File: src/smx_pkg.sv
// Shared widths, constants and the fractional power-of-two table for the softmax normalizer.
package smx_pkg;

  localparam int unsigned DATA_W  = 16;  // logit and probability width
  localparam int unsigned FRAC_W  = 16;  // quotient bits produced by the divider
  localparam int unsigned PROD_W  = 25;  // 16-bit difference times 9-bit log2(e)
  localparam int unsigned LOG2E_W = 9;

  // log2(e) in Q1.8
  localparam logic [LOG2E_W-1:0] LOG2E_Q8 = 9'd369;

  // round(65536 * 2^(-k/16)), with 1.0 saturated to 65535
  function automatic logic [DATA_W-1:0] pow2_frac(input logic [3:0] k);
    logic [DATA_W-1:0] v;
    unique case (k)
      4'd0:    v = 16'd65535;
      4'd1:    v = 16'd62757;
      4'd2:    v = 16'd60097;
      4'd3:    v = 16'd57549;
      4'd4:    v = 16'd55109;
      4'd5:    v = 16'd52773;
      4'd6:    v = 16'd50535;
      4'd7:    v = 16'd48393;
      4'd8:    v = 16'd46341;
      4'd9:    v = 16'd44376;
      4'd10:   v = 16'd42495;
      4'd11:   v = 16'd40693;
      4'd12:   v = 16'd38968;
      4'd13:   v = 16'd37316;
      4'd14:   v = 16'd35734;
      default: v = 16'd34219;
    endcase
    return v;
  endfunction

endpackage

File: src/smx_divider.sv
// Bit-serial restoring divider: floor(num * 2^16 / den), saturated, one quotient bit per cycle.
module smx_divider #(
  parameter int unsigned SUM_W = 19
) (
  input  logic                          clk_i,
  input  logic                          rst_ni,
  input  logic                          start_i,
  input  logic [smx_pkg::DATA_W-1:0]    num_i,
  input  logic [SUM_W-1:0]              den_i,
  output logic                          busy_o,
  output logic                          done_o,
  output logic [smx_pkg::FRAC_W-1:0]    quot_o
);

  localparam int unsigned CNT_W = $clog2(smx_pkg::FRAC_W + 1);

  logic                       busy_q, busy_d;
  logic                       done_q, done_d;
  logic [CNT_W-1:0]           cnt_q, cnt_d;
  logic [SUM_W-1:0]           rem_q, rem_d;
  logic [SUM_W-1:0]           den_q, den_d;
  logic [smx_pkg::FRAC_W-1:0] quot_q, quot_d;

  logic [SUM_W:0] rem_x2;
  logic [SUM_W:0] rem_sub;
  logic [SUM_W-1:0] num_ext;

  assign num_ext = SUM_W'(num_i);
  assign rem_x2  = {rem_q, 1'b0};
  assign rem_sub = rem_x2 - {1'b0, den_q};

  always_comb begin
    busy_d = busy_q;
    done_d = 1'b0;
    cnt_d  = cnt_q;
    rem_d  = rem_q;
    den_d  = den_q;
    quot_d = quot_q;
    if (start_i) begin
      busy_d = 1'b1;
      den_d  = den_i;
      rem_d  = num_ext;
      quot_d = '0;
      cnt_d  = CNT_W'(smx_pkg::FRAC_W);
      // A term equal to the whole sum gives exactly 1.0: saturate, no iteration.
      if (den_i == '0) begin
        cnt_d = '0;
      end else if (num_ext == den_i) begin
        quot_d = '1;
        cnt_d  = '0;
      end
    end else if (busy_q) begin
      if (cnt_q == '0) begin
        busy_d = 1'b0;
        done_d = 1'b1;
      end else begin
        cnt_d = cnt_q - CNT_W'(1);
        if (!rem_sub[SUM_W]) begin
          rem_d  = rem_sub[SUM_W-1:0];
          quot_d = {quot_q[smx_pkg::FRAC_W-2:0], 1'b1};
        end else begin
          rem_d  = rem_x2[SUM_W-1:0];
          quot_d = {quot_q[smx_pkg::FRAC_W-2:0], 1'b0};
        end
      end
    end
  end

  always_ff @(posedge clk_i or negedge rst_ni) begin
    if (!rst_ni) begin
      busy_q <= 1'b0;
      done_q <= 1'b0;
      cnt_q  <= '0;
    end else begin
      busy_q <= busy_d;
      done_q <= done_d;
      cnt_q  <= cnt_d;
    end
  end

  always_ff @(posedge clk_i) begin
    rem_q  <= rem_d;
    den_q  <= den_d;
    quot_q <= quot_d;
  end

  assign busy_o = busy_q;
  assign done_o = done_q;
  assign quot_o = quot_q;

  a_done_after_busy: assert property (@(posedge clk_i) disable iff (!rst_ni)
    done_q |-> $past(busy_q))
    else $error("divider done without a running division");

  a_rem_below_den: assert property (@(posedge clk_i) disable iff (!rst_ni)
    (busy_q && !$past(start_i) && cnt_q != '0 && den_q != '0) |-> (rem_q < den_q))
    else $error("divider remainder not below divisor");

  a_start_idle: assert property (@(posedge clk_i) disable iff (!rst_ni)
    start_i |-> !busy_q)
    else $error("divider started while busy");

endmodule

File: src/softmax_normalizer_core.sv
// Top level of the softmax normalizer: load, exponent pass and serial normalization.
//
//   channel | direction | handshake               | payload
//   --------+-----------+-------------------------+------------------------------
//   in      | input     | in_valid_i / in_ready_o | logit_i (s16 Q8.8), logit_last_i
//   out     | output    | out_valid_o/out_ready_i | probability_o (u16 Q0.16), prob_last_o
//
// Loading takes one logit per cycle. After the marked logit, each stored element
// passes through the exponent pass (memory read, multiply by log2(e), table and
// shift), then each result goes through read, divider start, 16 quotient steps,
// the finish, the done handoff and the put. A term equal to the whole sum
// saturates with no quotient steps.
// Reset clears the counters, the running maximum and the sum; the stores need none.
// A stalled output holds its register; the sequencer waits before loading the next
// result, and new logits are taken once the last result sits in the output register.
module softmax_normalizer_core #(
  parameter int unsigned MAX_LEN = 8
) (
  input  logic        clk_i,
  input  logic        rst_ni,
  input  logic        in_valid_i,
  output logic        in_ready_o,
  input  logic [15:0] logit_i,
  input  logic        logit_last_i,
  output logic        out_valid_o,
  input  logic        out_ready_i,
  output logic [15:0] probability_o,
  output logic        prob_last_o
);

  localparam int unsigned DW    = smx_pkg::DATA_W;
  localparam int unsigned CNT_W = $clog2(MAX_LEN + 1);
  localparam int unsigned IDX_W = $clog2(MAX_LEN);
  localparam int unsigned SUM_W = $clog2(MAX_LEN) + DW;  // holds MAX_LEN * 65535

  // sequencer states
  localparam logic [2:0] ST_LOAD     = 3'd0;
  localparam logic [2:0] ST_EXP_RD   = 3'd1;
  localparam logic [2:0] ST_EXP_MUL  = 3'd2;
  localparam logic [2:0] ST_EXP_ACC  = 3'd3;
  localparam logic [2:0] ST_DIV_RD   = 3'd4;
  localparam logic [2:0] ST_DIV_GO   = 3'd5;
  localparam logic [2:0] ST_DIV_WAIT = 3'd6;
  localparam logic [2:0] ST_PUT      = 3'd7;

  logic [2:0]             state_q, state_d;
  logic [CNT_W-1:0]       count_q, count_d;
  logic [IDX_W-1:0]       idx_q, idx_d;
  logic signed [DW-1:0]   max_q, max_d;
  logic [SUM_W-1:0]       sum_q, sum_d;
  logic                   out_valid_q, out_valid_d;
  logic [DW-1:0]          prob_q;
  logic                   prob_last_q;

  // element stores, registered reads
  logic [DW-1:0] logit_mem [MAX_LEN];
  logic [DW-1:0] exp_mem   [MAX_LEN];
  logic [DW-1:0] logit_rd_q;
  logic [DW-1:0] exp_rd_q;

  logic [smx_pkg::PROD_W-1:0] prod_q;

  logic               in_xfer;
  logic               room;
  logic               idx_is_last;
  logic [DW:0]        diff_wide;
  logic [DW-1:0]      exp_val;
  logic               put_ok;
  logic               exp_we;

  logic               div_start;
  logic               div_busy;
  logic               div_done;
  logic [DW-1:0]      div_quot;

  assign in_ready_o  = (state_q == ST_LOAD);
  assign in_xfer     = in_valid_i && in_ready_o;
  assign room        = (count_q < CNT_W'(MAX_LEN));
  assign idx_is_last = ((CNT_W'(idx_q) + CNT_W'(1)) == count_q);
  assign put_ok      = !out_valid_q || out_ready_i;
  assign exp_we      = (state_q == ST_EXP_ACC);
  assign div_start   = (state_q == ST_DIV_GO);

  // d = max - logit is never negative, so the low 16 bits are the unsigned difference
  assign diff_wide = {max_q[DW-1], max_q} - {logit_rd_q[DW-1], logit_rd_q};

  // e = table[k] >> n, zero once the integer part n reaches 16
  always_comb begin
    if (prod_q[smx_pkg::PROD_W-1:20] != '0) begin
      exp_val = '0;
    end else begin
      exp_val = smx_pkg::pow2_frac(prod_q[15:12]) >> prod_q[19:16];
    end
  end

  always_comb begin
    state_d     = state_q;
    count_d     = count_q;
    idx_d       = idx_q;
    max_d       = max_q;
    sum_d       = sum_q;
    out_valid_d = out_valid_q;
    if (out_valid_q && out_ready_i) begin
      out_valid_d = 1'b0;
    end
    unique case (state_q)
      ST_LOAD: begin
        if (in_xfer) begin
          // drop logits beyond the store; a dropped marked logit still closes the vector
          if (room) begin
            count_d = count_q + CNT_W'(1);
            if ($signed(logit_i) > max_q) begin
              max_d = $signed(logit_i);
            end
          end
          if (logit_last_i) begin
            idx_d   = '0;
            sum_d   = '0;
            state_d = ST_EXP_RD;
          end
        end
      end
      ST_EXP_RD:  state_d = ST_EXP_MUL;
      ST_EXP_MUL: state_d = ST_EXP_ACC;
      ST_EXP_ACC: begin
        sum_d = sum_q + SUM_W'(exp_val);
        if (idx_is_last) begin
          idx_d   = '0;
          state_d = ST_DIV_RD;
        end else begin
          idx_d   = idx_q + IDX_W'(1);
          state_d = ST_EXP_RD;
        end
      end
      ST_DIV_RD:  state_d = ST_DIV_GO;
      ST_DIV_GO:  state_d = ST_DIV_WAIT;
      ST_DIV_WAIT: begin
        if (div_done) begin
          state_d = ST_PUT;
        end
      end
      ST_PUT: begin
        if (put_ok) begin
          out_valid_d = 1'b1;
          if (idx_is_last) begin
            // vector done: back to the reset values
            count_d = '0;
            max_d   = {1'b1, {(DW-1){1'b0}}};
            sum_d   = '0;
            idx_d   = '0;
            state_d = ST_LOAD;
          end else begin
            idx_d   = idx_q + IDX_W'(1);
            state_d = ST_DIV_RD;
          end
        end
      end
      default: state_d = ST_LOAD;
    endcase
  end

  always_ff @(posedge clk_i or negedge rst_ni) begin
    if (!rst_ni) begin
      state_q     <= ST_LOAD;
      count_q     <= '0;
      idx_q       <= '0;
      max_q       <= {1'b1, {(DW-1){1'b0}}};
      sum_q       <= '0;
      out_valid_q <= 1'b0;
    end else begin
      state_q     <= state_d;
      count_q     <= count_d;
      idx_q       <= idx_d;
      max_q       <= max_d;
      sum_q       <= sum_d;
      out_valid_q <= out_valid_d;
    end
  end

  // stores and datapath registers
  always_ff @(posedge clk_i) begin
    if (in_xfer && room) begin
      logit_mem[count_q[IDX_W-1:0]] <= logit_i;
    end
    if (exp_we) begin
      exp_mem[idx_q] <= exp_val;
    end
    logit_rd_q <= logit_mem[idx_q];
    exp_rd_q   <= exp_mem[idx_q];
    prod_q     <= smx_pkg::PROD_W'(diff_wide[DW-1:0]) *
                  smx_pkg::PROD_W'(smx_pkg::LOG2E_Q8);
    if (state_q == ST_PUT && put_ok) begin
      prob_q      <= div_quot;
      prob_last_q <= idx_is_last;
    end
  end

  smx_divider #(
    .SUM_W (SUM_W)
  ) u_divider (
    .clk_i   (clk_i),
    .rst_ni  (rst_ni),
    .start_i (div_start),
    .num_i   (exp_rd_q),
    .den_i   (sum_q),
    .busy_o  (div_busy),
    .done_o  (div_done),
    .quot_o  (div_quot)
  );

  assign out_valid_o   = out_valid_q;
  assign probability_o = prob_q;
  assign prob_last_o   = prob_last_q;

  a_count_bound: assert property (@(posedge clk_i) disable iff (!rst_ni)
    count_q <= CNT_W'(MAX_LEN))
    else $error("element count beyond store depth");

  a_sum_nonzero: assert property (@(posedge clk_i) disable iff (!rst_ni)
    (state_q == ST_DIV_GO) |-> (sum_q != '0))
    else $error("normalizing with a zero exponent sum");

  a_idx_in_range: assert property (@(posedge clk_i) disable iff (!rst_ni)
    (state_q != ST_LOAD) |-> (CNT_W'(idx_q) < count_q))
    else $error("element index beyond loaded count");

  a_done_to_put: assert property (@(posedge clk_i) disable iff (!rst_ni)
    (state_q == ST_DIV_WAIT && div_done) |=> (state_q == ST_PUT))
    else $error("divider result not taken");

  a_load_div_idle: assert property (@(posedge clk_i) disable iff (!rst_ni)
    in_ready_o |-> !div_busy)
    else $error("accepting logits while dividing");

endmodule

File: config.mk
export PLATFORM = sky130hd
export DESIGN_NAME = softmax_normalizer_core
export DESIGN_NICKNAME = d
export VERILOG_FILES = /design/src/smx_pkg.sv /design/src/smx_divider.sv /design/src/softmax_normalizer_core.sv
export SDC_FILE = /design/constraint.sdc
export NUM_CORES = 1
export LEC_CHECK = 0
export ABC_AREA = 1
export ABC_CLOCK_PERIOD_IN_PS = 7700
export BUFFER_PORTS_ARGS = -buffer_cell sky130_fd_sc_hd__buf_4
export CORE_AREA = 3 3 199 201
export DETAILED_ROUTE_END_ITERATION = 10
export DIE_AREA = 0 0 202 204
export PLACE_DENSITY = 0.74
export SETUP_SLACK_MARGIN = 0.5
export SLEW_MARGIN = 25
export SYNTH_ARGS = -nofsm -noshare
export SYNTH_HDL_FRONTEND = slang
export SYNTH_SLANG_ARGS = --single-unit
export TNS_END_PERCENT = 30
File: constraint.sdc
create_clock -name clk_i -period 7.7 [get_ports clk_i]
set_input_delay 1.54 -clock clk_i [delete_from_list [all_inputs] [get_ports clk_i]]
set_output_delay 1.54 -clock clk_i [all_outputs]
set_load 0.05 [all_outputs]
==> out/qor.yml <==
leakage_nw: 10.6
synth_common_cells: "nand2_1, edfxtp_1, inv_1"
clk_pin_slew_ns: 0.06
cts_max_path_buffers: 3
critPathArrivalTime_ns: 6.61
finalClockSkew_ns: 0.0531
synthArstFlopShare_pct: 12.2
dp_hpwl_um: 37800
drt_wl_total_um: 54400
worstSetupStartpointType: "flop"
clk-insertion-delay-late_ns: 0.60
ant_nets: 0
postLayoutCoreUtil_pct: 66.5
dpl_cell_area_sq_um: 23600
drive_gt1_share_pct: 8.93
hold_start: "u_divider.quot_o[15]"
synth-edff-count: 324
std_cell_rows: 71
ys_top_cells_by_area: "edfxtp_1, nand2_1, ha_1"
syn_to_final_growth_pct: 10.8
regArea_sq_um: 12200
start_util_pct: 60.0
fin_ws_ns: 1.51
dieArea_sq_um: 41200
final_area_sq_um: 25100
cts_root_buffer: "clkbuf_16"
h-tree-depth: 2
cts_tree: "done"
r2r-start: "max_q[0]"
final_nets: 2495
critPathCaptureType: "flop"
wl_per_cell_um: 19.2
num-fill-cells: 2917
synth.most_common_cell: "nand2_1"
syn_area_sq_um: 22600
ys_warn_count: 0
finalCriticalPeriod_ns: 6.19
synth_nets: 2435
maxCapViolations: 0
numCtsBuffers: 44
io_pins: 40
cts_resized: 0
status: "completed"
fp.dieW_um: 202
power_density_nw_per_um2: 188
drt_first_pass_iters: 5
cts_setup_buffers: 0
holdCritPathClass: "flop to flop"
multi_input_area_sq_um: 9100
path_class: "flop to flop"
netlist.area_leader.share_pct: 43.0
grt_pass1_vias: 16048
place_congestion: 0.960
cp-startpoint: "max_q[0]"
peakVddDrop_uv: 217
diodes: 0
rsz0062_at_grt: "no"
clock_sinks: 436
viasPerCell: 5.68
postSynthCellCount: 2235
avgSynthCellArea_sq_um: 10.1
synth-seq-cells: 436
synth-seq-area-share_pct: 54.1
antenna_found_initial: 0
post-route-period-util_pct: 80.4
timing.fmax_ghz: 0.162
worst_ep_required_time_ns: 8.12
die_h_um: 204
grt_max_degree: 54
ys.flop_type: "edfxtp_1"
worst_slew_pin_slew_ns: 1.02
grt_usage_pct: 26.7
critical_path_peak_fanout: 14
via_count: 16140
grt_overflow: 0
synthDistinctLibCells: 56
dpl.cell_count: 2760
finalSetupViolations: 0
numPortBuffers: 39
drt-initial-drc-count: 1351
slew_viol_final: 0
fin_cells: 2841
core_sq_um: 37800
drc: 0
preCtsSetupSlack_ns: 1.65
slew_headroom_pct: 31.5
grt_pass1_wl_um: 86900
synth_largest_area_cell: "edfxtp_1"
cts_hold_buf: 0
finalSetupTns_ns: 0
finalHoldViolations: 0
[cell type report]
type / instances / share of cell area, %
Sequential cell: 436 / 48.8
Clock buffer: 58 / 4.80
Tap cell: 511 / 2.55
Multi-Input combinational cell: 1446 / 36.3
Timing Repair Buffer: 73 / 2.18
Inverter: 294 / 4.40
Clock inverter: 23 / 1.03
[layout by cell type, fill, tap and decap left out, types with 59 or more instances in the layout]
cell	instances
nand2_1	487
dfxtp_1	59
buf_4	73
inv_1	285
ha_1	139
nand3_1	121
nor2_1	123
edfxtp_1	324
o21ai_0	92
a21oi_1	95
[report_power, final]
part / internal, mW / switching (mW) / leakage, nW / total, mW
sequential: 2.51 / 0.0000000000000000108 / 3.81 / 2.51
combinational: 0.0135 / 0.0293 / 6.08 / 0.0428
clock: 1.25 / 0.913 / 0.717 / 2.16
[registers in the layout, summed over array words and instances (netlist names), 19 cells and up, named ones only]
name             cells
u_divider.rem_q     19
logit_mem          128
sum_q               19
u_divider.den_q     19
exp_mem            128
[layer usage]
metal | GRT usage, % | wire, um | up-vias | share of wire (%)
li1 | - | - | 7803 | -
met1 | 39.0 | 25300 | 7831 | 46
met2 | 43.1 | 25000 | 436 | 46
met3 | 3.50 | 3160 | 70 | 5.8
met4 | 6.11 | 970 | 0 | 1.8
met5 | 0 | 0 | - | 0
[metrics by stage]
stage          total power, mW  hold WS (ns)
2_1_floorplan             2.57         0.400
3_3_place_gp              2.60         0.409
3_5_place_dp              2.60         0.414
4_1_cts                   4.74         0.428
5_1_grt                   4.83         0.440
6_report                  4.71         0.423
[worst paths after layout]
| kind | to | slack [ns] | cells past startpoint |
|---|---|---|---|
| min reg2reg | probability_o[15] | 0.42 | 0 |
| max in group asynchronous | sum_q[14] | 6.11 | 1 |
| max reg2reg | flop | 1.51 | 25 |
| min in group asynchronous | u_divider.busy_o | 1.00 | 1 |
| min | probability_o[15] | 0.42 | 0 |
| max | flop | 1.51 | 25 |
[critical path: stages (launching register included)]
cell and delay (ns):
dfrtp_1 0.37, inv_1 0.06, ha_1 0.21, fa_1 0.41, inv_1 0.08, nand3_1 0.09
nand2_1 0.12, nand2_2 0.10, nand2_1 0.07, a21oi_1 0.11, xnor2_2 0.31, ha_1 0.32
fa_1 0.53, fa_1 0.56, inv_1 0.06, fa_1 0.53, inv_1 0.04, ha_1 0.35
a21oi_1 0.27, o21ai_0 0.14, a21oi_1 0.16, nand2_2 0.11, xor2_2 0.53, inv_2 0.27
nand2_1 0.14, o21ai_0 0.08
[cells by family (layout without fill, tap and decap cells)]
group / after synthesis / after routing / synth area share [%]
muxes: 2 / 2 / 0.0884
and+or+nand+nor: 857 / 857 / 16.5
adders and majority gates: 179 / 179 / 11.2
xor gates and xnor gates: 54 / 54 / 2.16
buffers and inverters: 353 / 448 / 6.26
AOI/OAI and AO/OA: 354 / 354 / 9.70
DFF: 436 / 436 / 54.1
Power figures use the tool's default switching activity.
